**src/rtl/drla_pkg.sv**
```systemverilog
// ============================================================================
// Delta-rule learner package
// Shared widths, codes, control structs and state encoding.
// ============================================================================
package drla_pkg;

    localparam int NUM_CUES  = 4;
    localparam int CUE_IDX_W = (NUM_CUES > 1) ? $clog2(NUM_CUES) : 1;
    localparam int CFG_IDX_W = 3;

    localparam int CUE_W     = 16;
    localparam int W_W       = 32;
    localparam int LR_W      = 16;
    localparam int FRAC_CUE  = 12;
    localparam int TEACH_SH  = 4;
    localparam int PROD_W    = CUE_W + W_W;
    localparam int ACC_W     = PROD_W + CUE_IDX_W + 1;
    localparam int ERR_W     = W_W + 1;
    localparam int RPROD_W   = ERR_W + LR_W + 1;
    localparam int STEP_W    = RPROD_W - LR_W;

    localparam logic signed [W_W-1:0] W_MAX = {1'b0, {(W_W-1){1'b1}}};
    localparam logic signed [W_W-1:0] W_MIN = {1'b1, {(W_W-1){1'b0}}};

    localparam logic [1:0] ACT_LEARN   = 2'd0;
    localparam logic [1:0] ACT_RESTORE = 2'd1;
    localparam logic [1:0] ACT_FROZEN  = 2'd2;

    localparam logic [CFG_IDX_W-1:0] REG_LEARNING_RATE = 3'd0;
    localparam logic [CFG_IDX_W-1:0] REG_INIT_BASE     = 3'd1;
    localparam logic [CFG_IDX_W-1:0] REG_INIT_LAST     = CFG_IDX_W'(NUM_CUES);

    typedef enum logic [2:0] {
        ST_IDLE,
        ST_MUL,
        ST_SUM,
        ST_STEP,
        ST_UPD,
        ST_HOLD
    } state_t;

    typedef struct packed {
        logic load;
        logic restore;
        logic mul_en;
        logic upd_en;
    } lane_ctrl_t;

    typedef struct packed {
        logic load;
        logic sum_en;
        logic step_en;
    } merge_ctrl_t;

endpackage

```
**src/rtl/drla_merge.sv**
```systemverilog
// ============================================================================
// Delta-rule learner merge stage
// Adds the lane products into the saturated sum and forms the shared step.
// ============================================================================
module drla_merge (
    input  logic                                  clk,
    input  drla_pkg::merge_ctrl_t                 ctrl,
    input  logic signed [drla_pkg::PROD_W-1:0]    product [drla_pkg::NUM_CUES],
    input  logic signed [drla_pkg::CUE_W-1:0]     teacher,
    input  logic [drla_pkg::LR_W-1:0]             learning_rate,
    output logic signed [drla_pkg::W_W-1:0]       sum,
    output logic signed [drla_pkg::STEP_W-1:0]    step
);
    import drla_pkg::*;

    localparam int TS_W = CUE_W + TEACH_SH;

    logic signed [CUE_W-1:0]   teacher_reg;
    logic signed [W_W-1:0]     sum_reg;
    logic signed [STEP_W-1:0]  step_reg;
    logic signed [ACC_W-1:0]   acc;
    logic signed [ACC_W-1:0]   acc_sh;
    logic [ACC_W-W_W:0]        acc_hi;
    logic signed [W_W-1:0]     sum_next;
    logic signed [TS_W-1:0]    teacher_scaled;
    logic signed [ERR_W-1:0]   err;
    logic signed [LR_W:0]      rate_s;
    logic signed [RPROD_W-1:0] rate_prod;

    always_comb
    begin
        acc = '0;
        for (int i = 0; i < NUM_CUES; i++)
        begin
            acc = acc + ACC_W'(product[i]);
        end
    end

    assign acc_sh = acc >>> FRAC_CUE;
    assign acc_hi = acc_sh[ACC_W-1:W_W-1];

    always_comb
    begin
        if ((&acc_hi) || !(|acc_hi))
        begin
            sum_next = acc_sh[W_W-1:0];
        end
        else if (acc_sh[ACC_W-1])
        begin
            sum_next = W_MIN;
        end
        else
        begin
            sum_next = W_MAX;
        end
    end

    assign teacher_scaled = signed'({teacher_reg, {TEACH_SH{1'b0}}});
    assign err            = ERR_W'(teacher_scaled) - ERR_W'(sum_reg);
    assign rate_s         = signed'({1'b0, learning_rate});
    assign rate_prod      = rate_s * err;

    always_ff @(posedge clk)
    begin
        if (ctrl.load)
        begin
            teacher_reg <= teacher;
        end
        if (ctrl.sum_en)
        begin
            sum_reg <= sum_next;
        end
        if (ctrl.step_en)
        begin
            step_reg <= rate_prod[RPROD_W-1:LR_W];
        end
    end

    assign sum  = sum_reg;
    assign step = step_reg;

endmodule

```
**config.mk**
```make
export PLATFORM = sky130hd
export DESIGN_NAME = drla_merge
export DESIGN_NICKNAME = d
export VERILOG_FILES = /design/src/rtl/drla_pkg.sv /design/src/rtl/drla_merge.sv
export SDC_FILE = /design/constraint.sdc
export NUM_CORES = 2
export LEC_CHECK = 0
export CORE_UTILIZATION = 33
export CTS_BUF_LIST = sky130_fd_sc_hd__clkbuf_4 sky130_fd_sc_hd__clkbuf_8 sky130_fd_sc_hd__clkbuf_16
export DETAILED_ROUTE_END_ITERATION = 8
export DONT_BUFFER_PORTS = 1
export SETUP_SLACK_MARGIN = 0.5
export SLEW_MARGIN = 40
export SYNTH_ARGS = -nofsm -noshare
export SYNTH_HDL_FRONTEND = slang
export SYNTH_SLANG_ARGS = --single-unit
```
**constraint.sdc**
```tcl
create_clock -name clk -period 9.08 [get_ports clk]
set_input_delay 0 -clock clk [delete_from_list [all_inputs] [get_ports clk]]
set_output_delay 0 -clock clk [all_outputs]
set_load 0.03 [all_outputs]
```
Word-level counts from Yosys, hierarchy flattened --
Index checks and enable logic that the tools add are counted.
Storage, ports and cells: register bits 82, input bits 228, output and inout bits 66, word-level logic and storage cells 14
Cells by class: add/sub/neg operators 4, multiply operators 1, muxes and demuxes 2, reduce and logical (&&, ||, !) cells 4
Operators with widths (count):
- $mux 32 | 2
- $add 50x48->51 | 1
- $add 49x48->50 | 1
- $mul 17x33->50 | 1
- $add 48x48->49 | 1
- $sub 20x32->33 | 1
- $reduce_and 8->1 | 1
- $reduce_or 8->1 | 1
- $logic_not 1->1 | 1
- $logic_or 1x1->1 | 1

Longest topological paths before layout --
depth in word-level cells 7, gate-level depth with buffers 36, mapped depth without buffers 35

Worst setup path before layout --
No wires, ideal clock.
path type register to register, from reg sum_reg[0] (netlist: sum[0]), to reg step_reg[32] (netlist: step[32]), data pin, setup time 262 ps, arrival 8493 ps, data required time 8818 ps, slack 324 ps, cell stages (with the launch flop) 36, buffers on the path 2, period minus slack after synthesis 8756 ps, cell sequence edfxtp_1 -> clkbuf_1 -> inv_1 -> ha_1 -> nor4bb_1 -> o21a_1 -> o211ai_1 -> a21oi_1 -> o21ai_0 -> a21oi_1 -> a41o_1 -> o41a_1 -> xor2_1 -> clkbuf_1 -> and2_1 -> fa_1 -> inv_1 -> fa_1 -> fa_1 -> inv_1 -> fa_1 -> fa_1 -> inv_1 -> fa_1 -> inv_1 -> ha_1 -> o211ai_1 -> nor2_1 -> o31ai_1 -> a31oi_1 -> a221o_1 -> a31oi_4 -> o221ai_1 -> a41oi_2 -> a21oi_1 -> xor2_1
Between the ends: word-level cells in the longest chain between the ends 2
Ends and longest elaborated chain:
- from (decl) | RTL line drla_merge.sv:19 | logic signed [W_W-1:0] sum_reg;
- from (signal assigned) | RTL line drla_merge.sv:71 | sum_reg <= sum_next;
- $sub 20x32->33 | RTL line drla_merge.sv:59 | assign err = ERR_W'(teacher_scaled) - ERR_W'(sum_reg);
- $mul 17x33->50 | RTL line drla_merge.sv:61 | assign rate_prod = rate_s * err;
- net rate_prod[48] | RTL line drla_merge.sv:28 | logic signed [RPROD_W-1:0] rate_prod;
- to (signal assigned) | RTL line drla_merge.sv:75 | step_reg <= rate_prod[RPROD_W-1:LR_W];
- to (decl) | RTL line drla_merge.sv:20 | logic signed [STEP_W-1:0] step_reg;
The timed path passes the listed nets, and every way through them passes these cells. A chain may end at the register's enable or synchronous reset.

Worst setup path in the final report --
from reg sum_reg[0] (netlist: sum[0]), to reg step_reg[33] (netlist: step[33]), data pin
Same word-level chain as after synthesis.

==> metrics.txt <==
status finished, violations left; failing checks DRC; ys flop type edfxtp_1; Final Critical Period 8330 ps; largest buffer count on any clock path 2; Syn Nets 3874; worst-margin pin slew 793 ps; vias in the first global route 20700; Die Width 288 µm; CTS tree done; crit-path max FO 5; CP peak stage delay 540 ps; Wirelength per Cell 17.6 µm; die area 82700 µm²; routability congestion estimate 0.948; worst relative slew slack 47.0%; clk_skew 5.38 ps; CTS buffer count 9; Port Buffers 0; largest net degree at the start of global routing 36; Yosys cell types 83; worst endpoint required time 9210 ps; clk slew on worst S/H paths 80 ps; Yosys reg bits 82; area added between synthesis and finish 10.3%; Crit path top cell by count fa_1; top-area cell type share of the netlist area 44.4%; final setup vio count 0; CP startpoint sum[0]; Pre-antenna DRT Iters 7; CP startpoint kind flop; Overflow after GRT 0; DRC Markers 32; Avg Cell Area, Syn 9.43 µm²; vias 18800; CP endpoint kind flop; Fin. Hold Viols 0; Setup CP Type flop to flop; post-route ant nets 0; RSZ-0062 raised after global routing true; worst hold-check path type primary input to flop; Max Freq 0.120 GHz; share of cells above drive strength 1 8.15%; I/O pin cnt 294; routed vias/inst 4.77; Initial Util 33.4%; Clock H-tree levels 3; GR Util All Layers 17.4%; clock sinks 82; largest cells by area after synthesis fa_1 (44%), edfxtp_1 (9.1%), ha_1 (9.0%); violation count after the first detailed-routing iteration 851; number of flip-flops in the largest register 34; global-route wire length before repair 112 mm; initial antenna violation count 6; Post-Route Setup TNS 0 ps; Yosys top cell by area fa_1; Rows 104; asr flop ratio synth 0%; Yosys warnings 0; fin crit share 91.7%; Cell Area, Synth 26900 µm²; Final #Nets 3896; Worst path slowest cell fa_1; number of synthesized flops with an enable pin 82; total wire length 69.5 mm; reg2reg start sum[0]; clock root cell clkbuf_16; Seq/Total Area, Yosys 9.15%; Post-DP HPWL 57.5 mm; Core Region 80700 µm²; hold wc startpoint teacher[1]; fin. max-slew vios 0; Gate Count Post-Synth 2855; die height 288 µm; Worst-Skew Late Latency 390 ps; Max-cap violations 0; Critical Path AT 8460 ps
## layer usage
metal | vias up | GRT usage, % | share of wire [%]
met2 | 445 | 30.7 | 50
met4 | 6 | 4.39 | 2.1
met5 | - | 0 | 0.059
met1 | 9557 | 22.0 | 44
met3 | 68 | 2.73 | 4.5
li1 | 8741 | - | -
## layout make-up
class / count / area (µm²)
antenna: 2 / 5.00
multi-input combinational: 2020 / 22100
clock buffer: 9 / 225
fill: 8114 / 51000
inverter: 641 / 2410
tap: 1060 / 1330
timing repair buffer: 123 / 1070
sequential: 82 / 2460
clock inverter: 7 / 73.8
## critical path, delay by kind of cell, from the launching register on
family                   cells  cell delay, ps
flip-flops                   1             470
AO/OA/AOI/OAI               14            2870
adder cells (fa/ha/maj)      7            3200
XOR/XNOR                     2             290
AND/OR/NAND/NOR              4             720
buffers and inverters        6             520
## logic make-up (layout without fill, tap and decap cells)
family,Yosys count,count (layout),synth area share [%]
fa+ha+maj,791,791,53.4
buf+inv,753,780,10.8
simple gates,797,797,14.8
mux,17,17,0.655
flops,82,82,9.15
other cells,0,2,0
compound gates,319,319,8.05
xor+xnor,96,96,3.12
## through the flow
step,utilization [%],area (µm²),hold WS (ps),setup slack (ps),instances
after detailed placement,35.0,28300,99.0,37.4,3869
after global routing,36.8,29700,230,366,3943
final,36.8,29700,248,751,3944
after CTS,36.1,29200,225,506,3918
after global placement,35.0,28300,99.0,134,3869
after floorplan,-,26900,98.9,519,2855
## worst paths after layout
kind / to / slack (ps) / cells past startpoint
setup / recovery: step[33] / 750 / 33
hold / removal: teacher_reg[1] / 250 / 1
setup reg to reg: step[33] / 750 / 33
hold reg to reg: step[3] / 2050 / 10
## layout by cell type, fill, tap and decap left out, types with 12 or more instances in the layout
cell type,count
o21a_1,49
xor2_1,28
o21ai_0,41
nand2_1,354
nand3_1,18
buf_4,87
dlygate4sd3_1,19
nor2b_1,13
edfxtp_1,82
nand4_1,24
o21bai_1,14
a21oi_1,79
fa_1,589
ha_1,181
nand2b_1,26
nor2_1,62
inv_1,635
buf_6,13
nor3_1,14
xnor2_1,57
and2_1,220
a21o_1,37
nand3b_1,12
a21oi_2,15
ha_4,13
## cells in the mapped netlist (all sizes together) (24+ instances only)
cell type / instances
a21oi: 99
o21a: 49
and2: 225
xor2: 32
nor2: 64
nand2b: 27
inv: 641
fa: 597
clkbuf: 96
nand2: 355
a21o: 38
nand4: 24
o21ai: 50
xnor2: 64
edfxtp: 82
ha: 194
## repair_timing
item                                   in CTS  in global routing
buffers inserted                           12                 24
endpoints found under the hold margin      98                  0
cloned                                      0                  0
hold buffers                               21                  0
pin swaps                                  15                 52
resized for setup                          48                 66
setup endpoints to repair                  12                 16
Power is left out: the tool's default activity adds up to more than one toggle a clock period on the data nets, which glitch-free logic cannot reach.
