## src/rtl/drla_pkg.sv

```systemverilog
// ============================================================================
// Delta-rule learner package
// Shared widths, codes, control structs and state encoding.
// ============================================================================
package drla_pkg;

    localparam int NUM_CUES  = 4;
    localparam int CUE_IDX_W = (NUM_CUES > 1) ? $clog2(NUM_CUES) : 1;
    localparam int CFG_IDX_W = 3;

    localparam int CUE_W     = 16;
    localparam int W_W       = 32;
    localparam int LR_W      = 16;
    localparam int FRAC_CUE  = 12;
    localparam int TEACH_SH  = 4;
    localparam int PROD_W    = CUE_W + W_W;
    localparam int ACC_W     = PROD_W + CUE_IDX_W + 1;
    localparam int ERR_W     = W_W + 1;
    localparam int RPROD_W   = ERR_W + LR_W + 1;
    localparam int STEP_W    = RPROD_W - LR_W;

    localparam logic signed [W_W-1:0] W_MAX = {1'b0, {(W_W-1){1'b1}}};
    localparam logic signed [W_W-1:0] W_MIN = {1'b1, {(W_W-1){1'b0}}};

    localparam logic [1:0] ACT_LEARN   = 2'd0;
    localparam logic [1:0] ACT_RESTORE = 2'd1;
    localparam logic [1:0] ACT_FROZEN  = 2'd2;

    localparam logic [CFG_IDX_W-1:0] REG_LEARNING_RATE = 3'd0;
    localparam logic [CFG_IDX_W-1:0] REG_INIT_BASE     = 3'd1;
    localparam logic [CFG_IDX_W-1:0] REG_INIT_LAST     = CFG_IDX_W'(NUM_CUES);

    typedef enum logic [2:0] {
        ST_IDLE,
        ST_MUL,
        ST_SUM,
        ST_STEP,
        ST_UPD,
        ST_HOLD
    } state_t;

    typedef struct packed {
        logic load;
        logic restore;
        logic mul_en;
        logic upd_en;
    } lane_ctrl_t;

    typedef struct packed {
        logic load;
        logic sum_en;
        logic step_en;
    } merge_ctrl_t;

endpackage

```

## src/rtl/drla_lane.sv

```systemverilog
// ============================================================================
// Delta-rule learner lane
// Holds one cue weight, forms cue times weight and applies the weight update or restores the initial weight.
// ============================================================================
module drla_lane (
    input  logic                                      clk,
    input  logic                                      rst_n,
    input  drla_pkg::lane_ctrl_t                      ctrl,
    input  logic signed [drla_pkg::CUE_W-1:0]         cue,
    input  logic signed [drla_pkg::W_W-1:0]           init_weight,
    input  logic signed [drla_pkg::STEP_W-1:0]        step,
    output logic signed [drla_pkg::PROD_W-1:0]        product,
    output logic signed [drla_pkg::W_W-1:0]           weight,
    output logic signed [drla_pkg::W_W-1:0]           weight_next
);
    import drla_pkg::*;

    localparam int UPROD_W = STEP_W + CUE_W;
    localparam int DELTA_W = UPROD_W - FRAC_CUE;
    localparam int UPD_W   = DELTA_W + 1;

    logic signed [CUE_W-1:0]   cue_reg;
    logic signed [W_W-1:0]     weight_reg;
    logic signed [PROD_W-1:0]  product_reg;
    logic signed [UPROD_W-1:0] upd_prod;
    logic signed [DELTA_W-1:0] delta;
    logic signed [UPD_W-1:0]   upd_sum;
    logic [UPD_W-W_W:0]        upd_hi;
    logic signed [W_W-1:0]     upd_sat;

    assign upd_prod = step * cue_reg;
    assign delta    = upd_prod[UPROD_W-1:FRAC_CUE];
    assign upd_sum  = UPD_W'(delta) + UPD_W'(weight_reg);
    assign upd_hi   = upd_sum[UPD_W-1:W_W-1];

    always_comb
    begin
        if ((&upd_hi) || !(|upd_hi))
        begin
            upd_sat = upd_sum[W_W-1:0];
        end
        else if (upd_sum[UPD_W-1])
        begin
            upd_sat = W_MIN;
        end
        else
        begin
            upd_sat = W_MAX;
        end
    end

    always_comb
    begin
        if (ctrl.restore)
        begin
            weight_next = init_weight;
        end
        else if (ctrl.upd_en)
        begin
            weight_next = upd_sat;
        end
        else
        begin
            weight_next = weight_reg;
        end
    end

    always_ff @(posedge clk or negedge rst_n)
    begin
        if (!rst_n)
        begin
            weight_reg <= '0;
        end
        else
        begin
            weight_reg <= weight_next;
        end
    end

    always_ff @(posedge clk)
    begin
        if (ctrl.load)
        begin
            cue_reg <= cue;
        end
        if (ctrl.mul_en)
        begin
            product_reg <= cue_reg * weight_reg;
        end
    end

    assign product = product_reg;
    assign weight  = weight_reg;

endmodule

```

## config.mk

```make
export PLATFORM = sky130hd
export DESIGN_NAME = drla_lane
export DESIGN_NICKNAME = d
export VERILOG_FILES = /design/src/rtl/drla_pkg.sv /design/src/rtl/drla_lane.sv
export SDC_FILE = /design/constraint.sdc
export NUM_CORES = 2
export LEC_CHECK = 0
export BUFFER_PORTS_ARGS = -buffer_cell sky130_fd_sc_hd__buf_2
export CAP_MARGIN = 30
export CORE_MARGIN = 5
export CORE_UTILIZATION = 54
export CTS_CLUSTER_SIZE = 28
export DETAILED_ROUTE_END_ITERATION = 6
export PLACE_DENSITY = 0.71
export SYNTH_ARGS = -nofsm -noshare
export SYNTH_HDL_FRONTEND = slang
export SYNTH_SLANG_ARGS = --single-unit
export TNS_END_PERCENT = 5
```

## constraint.sdc

```tcl
create_clock -name clk -period 17.05 [get_ports clk]
set_clock_uncertainty 0.2 [all_clocks]
set_input_delay 2.5575 -clock clk [delete_from_list [all_inputs] [get_ports clk]]
set_output_delay 2.5575 -clock clk [all_outputs]
set_load 0.005 [all_outputs]
```

# Yosys cells after proc, flatten, opt, wreduce, memory -nomap -nowiden
# Cells that the tools add are included.
dict set report classes {
  add_sub_neg 1
  multipliers 2
  div_mod_pow 0
  n_lt_le_gt_ge 0
  eq_ne 0
  n_shift 0
  mux 4
  n_bitwise 0
  reduce_logical 4
}
# op n
set op_table {}
lappend op_table {{$mux W32} 4}
lappend op_table {{$mul A34 B16 Y50} 1}
lappend op_table {{$mul A16 B32 Y48} 1}
lappend op_table {{$add A38 B32 Y39} 1}
lappend op_table {{$reduce_and A8 Y1} 1}
lappend op_table {{$reduce_or A8 Y1} 1}
lappend op_table {{$logic_not A1 Y1} 1}
lappend op_table {{$logic_or A1 B1 Y1} 1}
dict set report word_totals {
  register_bits 96
  latchBits 0
  ram_bits 0
  mem_bits_ro 0
  in_bits 88
  output_inout_bits 112
  word_cells 14
  n_memories 0
}

# Depth between registers and ports, before layout
dict set report depth {
  ltp_word 8
  ltp_mapped 41
  ltp_nobuf 37
}

# Worst setup path before layout
# OpenSTA, ideal clock, no wires.
dict set report synth_timing {
  kind {input -> output}
  start {input step[7] in the netlist's numbering}
  end {output weight_next[18] in the netlist's numbering}
  arrival_time_ps 10914
  required_time_ps 14292
  slack_ps 3379
  stages 36
  n_path_buf 2
  cell_sequence {clkbuf_1 nand2_1 fa_1 inv_1 fa_1 inv_1 fa_1 inv_1 fa_1 fa_1 inv_1 fa_1 inv_1 ha_1 a211o_1 a221o_1 o21bai_1 nor3b_1 or3_4 a2111oi_4 o21ai_2 or2_1 a21oi_1 xnor2_1 ha_1 nand2_1 o21ai_0 or3_1 mux2i_1 a311o_1 nand2_1 a2111oi_2 o2bb2ai_1 buf_2 nand3_1 a21oi_1}
}
dict set report synth_via {
  elab_chain_len 8
  elab_cells_between_ends 10
  classes_between {add/sub (1); mul (1); mux (4); reduce/logical (4)}
}
# element line
set synth_rtl {}
lappend synth_rtl {{start, declared} drla_lane.sv:11} ;# input logic signed [drla_pkg::STEP_W-1:0] step,
lappend synth_rtl {{$mul A34 B16 Y50 (*)} drla_lane.sv:31} ;# assign upd_prod = step * cue_reg;
lappend synth_rtl {{$add A38 B32 Y39 (*)} drla_lane.sv:33} ;# assign upd_sum = UPD_W'(delta) + UPD_W'(weight_reg);
lappend synth_rtl {{$reduce_or A8 Y1} drla_lane.sv:38} ;# if ((&upd_hi) || !(|upd_hi))
lappend synth_rtl {{$logic_not A1 Y1} drla_lane.sv:38}
lappend synth_rtl {{$logic_or A1 B1 Y1} drla_lane.sv:38}
lappend synth_rtl {{$mux W32 (*)} drla_lane.sv:38}
lappend synth_rtl {{$mux W32 (*)} drla_lane.sv:58} ;# else if (ctrl.upd_en)
lappend synth_rtl {{$mux W32 (*)} drla_lane.sv:54} ;# if (ctrl.restore)
lappend synth_rtl {{end, declared} drla_lane.sv:14} ;# output logic signed [drla_pkg::W_W-1:0] weight_next
# Mark *: on every way between the ends. The rest lies on a longest branch, timed or not.

# Final worst setup path
dict set report layout_timing {
  start {input step[7] in the netlist's numbering}
  end {output weight_next[4] in the netlist's numbering}
}
# Same word-level chain as after synthesis.

==> flow_metrics.py <==
metrics = {
    "place": {
        "io_buffer_count": 199,
        "dp_hpwl_um": 84200,
        "placed_cell_area_um2": 43000,
        "dp_worst_setup_slack_ns": 1.49,
        "dp_cells": 5566,
        "place_congestion": 0.912,
    },
    "global_routing": {
        "antenna_found_initial": 9,
        "grtUsageTotal_pct": 26.6,
        "first_global_vias": 33100,
        "grt_max_degree": 67,
        "grt-ovfl-total": 0,
        "grt_pass1_wl_um": 173000,
    },
    "timing": {
        "relSlewSlack_pct": 30.4,
        "fin_setup_tns_ns": 0,
        "worst_pin_slew_ns": 1.04,
        "rsz0062_at_grt": "false",
        "fmax_ghz": 0.0633,
        "period_needed_ns": 15.79,
        "period_share_pct": 92.6,
        "slew_violations": 0,
        "worst_slack_ns": 1.26,
        "finalHoldViolations": 0,
        "setup_viol": 0,
    },
    "clock_network": {
        "cts.clk_slew.worst_paths_ns": 0.09,
        "numCtsBuffers": 9,
        "clockBufferDepth": 2,
        "postCtsSetupRepairBufs": 0,
        "cts_resized": 0,
        "cts_tree": "yes",
        "cts_hold_buf": 0,
        "cts-root-buf": "clkbuf_16",
        "cts_sinks": 96,
        "clock_latency_ns": 0.43,
        "h-tree-depth": 3,
    },
    "floorplan": {
        "die_h_um": 286,
        "floorplan.die_area_um2": 81700,
        "die_x_um": 286,
        "core_area_um2": 75700,
        "initial_utilization_pct": 54.3,
        "io_pins": 200,
        "row_count": 101,
    },
    "logic_synthesis": {
        "async_flop_share_pct": 33.3,
        "synth.net_count": 5903,
        "yosysWarnings": 0,
        "synth_seq_area_share_pct": 6.62,
        "syn_avg_cell_area_um2": 9.04,
        "synth.cell_area_um2": 41100,
        "syn_inst": 4546,
        "synthFlopType": "edfxtp_1",
        "netlist-cell-type-count": 66,
        "synth-edff-count": 64,
        "ys_seq_elements": 96,
    },
    "worst_setup_path": {
        "r2r_cells": 32,
        "worst_path_max_delay_cell": "o41ai_1",
        "max_stage_delay_ns": 0.84,
        "path_max_fanout": 32,
        "cp_common_cell": "fa_1",
        "crit_path_start_kind": "input port",
        "end_kind": "output pin",
        "cp.required_ns": 14.29,
        "worstSetupPathType": "in -> out",
        "arrival_ns": 13.04,
    },
    "detailed_routing": {
        "drc": 0,
        "routed_wl_um": 105000,
        "ant_nets": 0,
        "vias_per_cell": 5.47,
        "drt_iter0_markers": 1916,
        "firstDrtPassIters": 5,
        "vias": 30600,
        "wire_per_inst_um": 18.7,
    },
    "final_layout": {
        "nets": 5958,
        "drive_gt1_share_pct": 6.06,
        "stdcell_count": 5587,
        "fin_area_um2": 43300,
        "syn2layout_area_growth_pct": 5.41,
        "final_common_cell": "inv_1",
        "layout_common_cells": "inv_1, fa_1, nand2_1",
        "largest_register_ff_count": 48,
    },
    "worst_hold_path": {
        "min_path_type": "reg -> reg",
        "holdPathStages": 2,
    },
    "outcome": {
        "outcome": "completed",
    },
    "flow_run": {
        "max-cap-violations": 0,
    },
}
## layout make-up
type / count / area, µm²
repair buffers: 249 / 1460
fillers: 6760 / 32400
diodes: 3 / 7.51
well taps: 978 / 1220
flip-flops and latches: 96 / 2720
clock buffers: 9 / 225
clock inverters: 7 / 86.3
inverters: 1097 / 4120
multi-input cells: 3148 / 33500
## synth_stat cells, types with 7 or more instances
cell type | n | area [µm²]
a211oi_1 | 11 | 82.6
a21o_1 | 59 | 443
a21oi_1 | 138 | 691
a31oi_1 | 11 | 68.8
and2_1 | 377 | 2360
and3_1 | 7 | 43.8
clkbuf_1 | 197 | 739
dfrtp_1 | 32 | 801
edfxtp_1 | 64 | 1920
fa_1 | 1000 | 20000
ha_1 | 269 | 3370
inv_1 | 1096 | 4110
nand2_1 | 714 | 2680
nand2b_1 | 52 | 325
nand3_1 | 25 | 125
nand4_1 | 16 | 100
nor2_1 | 78 | 293
nor2b_1 | 19 | 119
nor3_1 | 15 | 75.1
o21a_1 | 11 | 82.6
o21ai_0 | 79 | 395
o21bai_1 | 16 | 120
or3_1 | 38 | 238
xnor2_1 | 90 | 788
xor2_1 | 40 | 350
## metal layers
layer	wire (µm)	track usage, %	share of wire [%]	vias to the layer above
met1	41600	35.2	40	15800
met4	2950	7.41	2.8	4
met5	27	0	0.026	-
li1	-	-	-	13500
met2	52200	45.2	50	1055
met3	7830	4.98	7.5	185
## through the flow
step	util (%)	hold WS, ns
final	57.2	0.618
after floorplan	-	0.634
after CTS	57.2	0.616
after global routing	57.2	0.647
after global placement	56.6	0.589
after detailed placement	56.7	0.595
## worst max-delay path, delay by kind of cell
family | cells | cell delay, ns
buffers and inverters | 9 | 1.42
adder cells (fa/ha/maj) | 8 | 3.76
XOR/XNOR | 1 | 0.16
AND/OR/NAND/NOR | 5 | 1.01
AO/OA/AOI/OAI | 12 | 4.11
## kinds of logic after synthesis
family | Yosys count | synth area share [%]
simple gates | 1358 | 15.8
buf+inv | 1302 | 11.9
fa+ha+maj | 1269 | 56.9
compound gates | 387 | 5.90
xor+xnor | 130 | 2.77
flops | 96 | 6.62
mux | 4 | 0.0974
## final timing paths
| check | endpoint | slack [ns] | start |
|---|---|---|---|
| max | weight_next[4] | 1.26 | step[7] |
| min | product[0]$_DFFE_PP_ | 0.62 | weight[0]$_DFF_PN0_ |
| max reg2reg | weight[4]$_DFF_PN0_ | 5.29 | cue_reg[1]$_DFFE_PP_ |
| min reg2reg | product[0]$_DFFE_PP_ | 0.62 | weight[0]$_DFF_PN0_ |
| max in group asynchronous | weight[31]$_DFF_PN0_ | 13.98 | rst_n |
| min in group asynchronous | weight[26]$_DFF_PN0_ | 2.07 | rst_n |
Power is left out: the tool's default activity adds up to more than one toggle a clock period on the data nets, which glitch-free logic cannot reach.
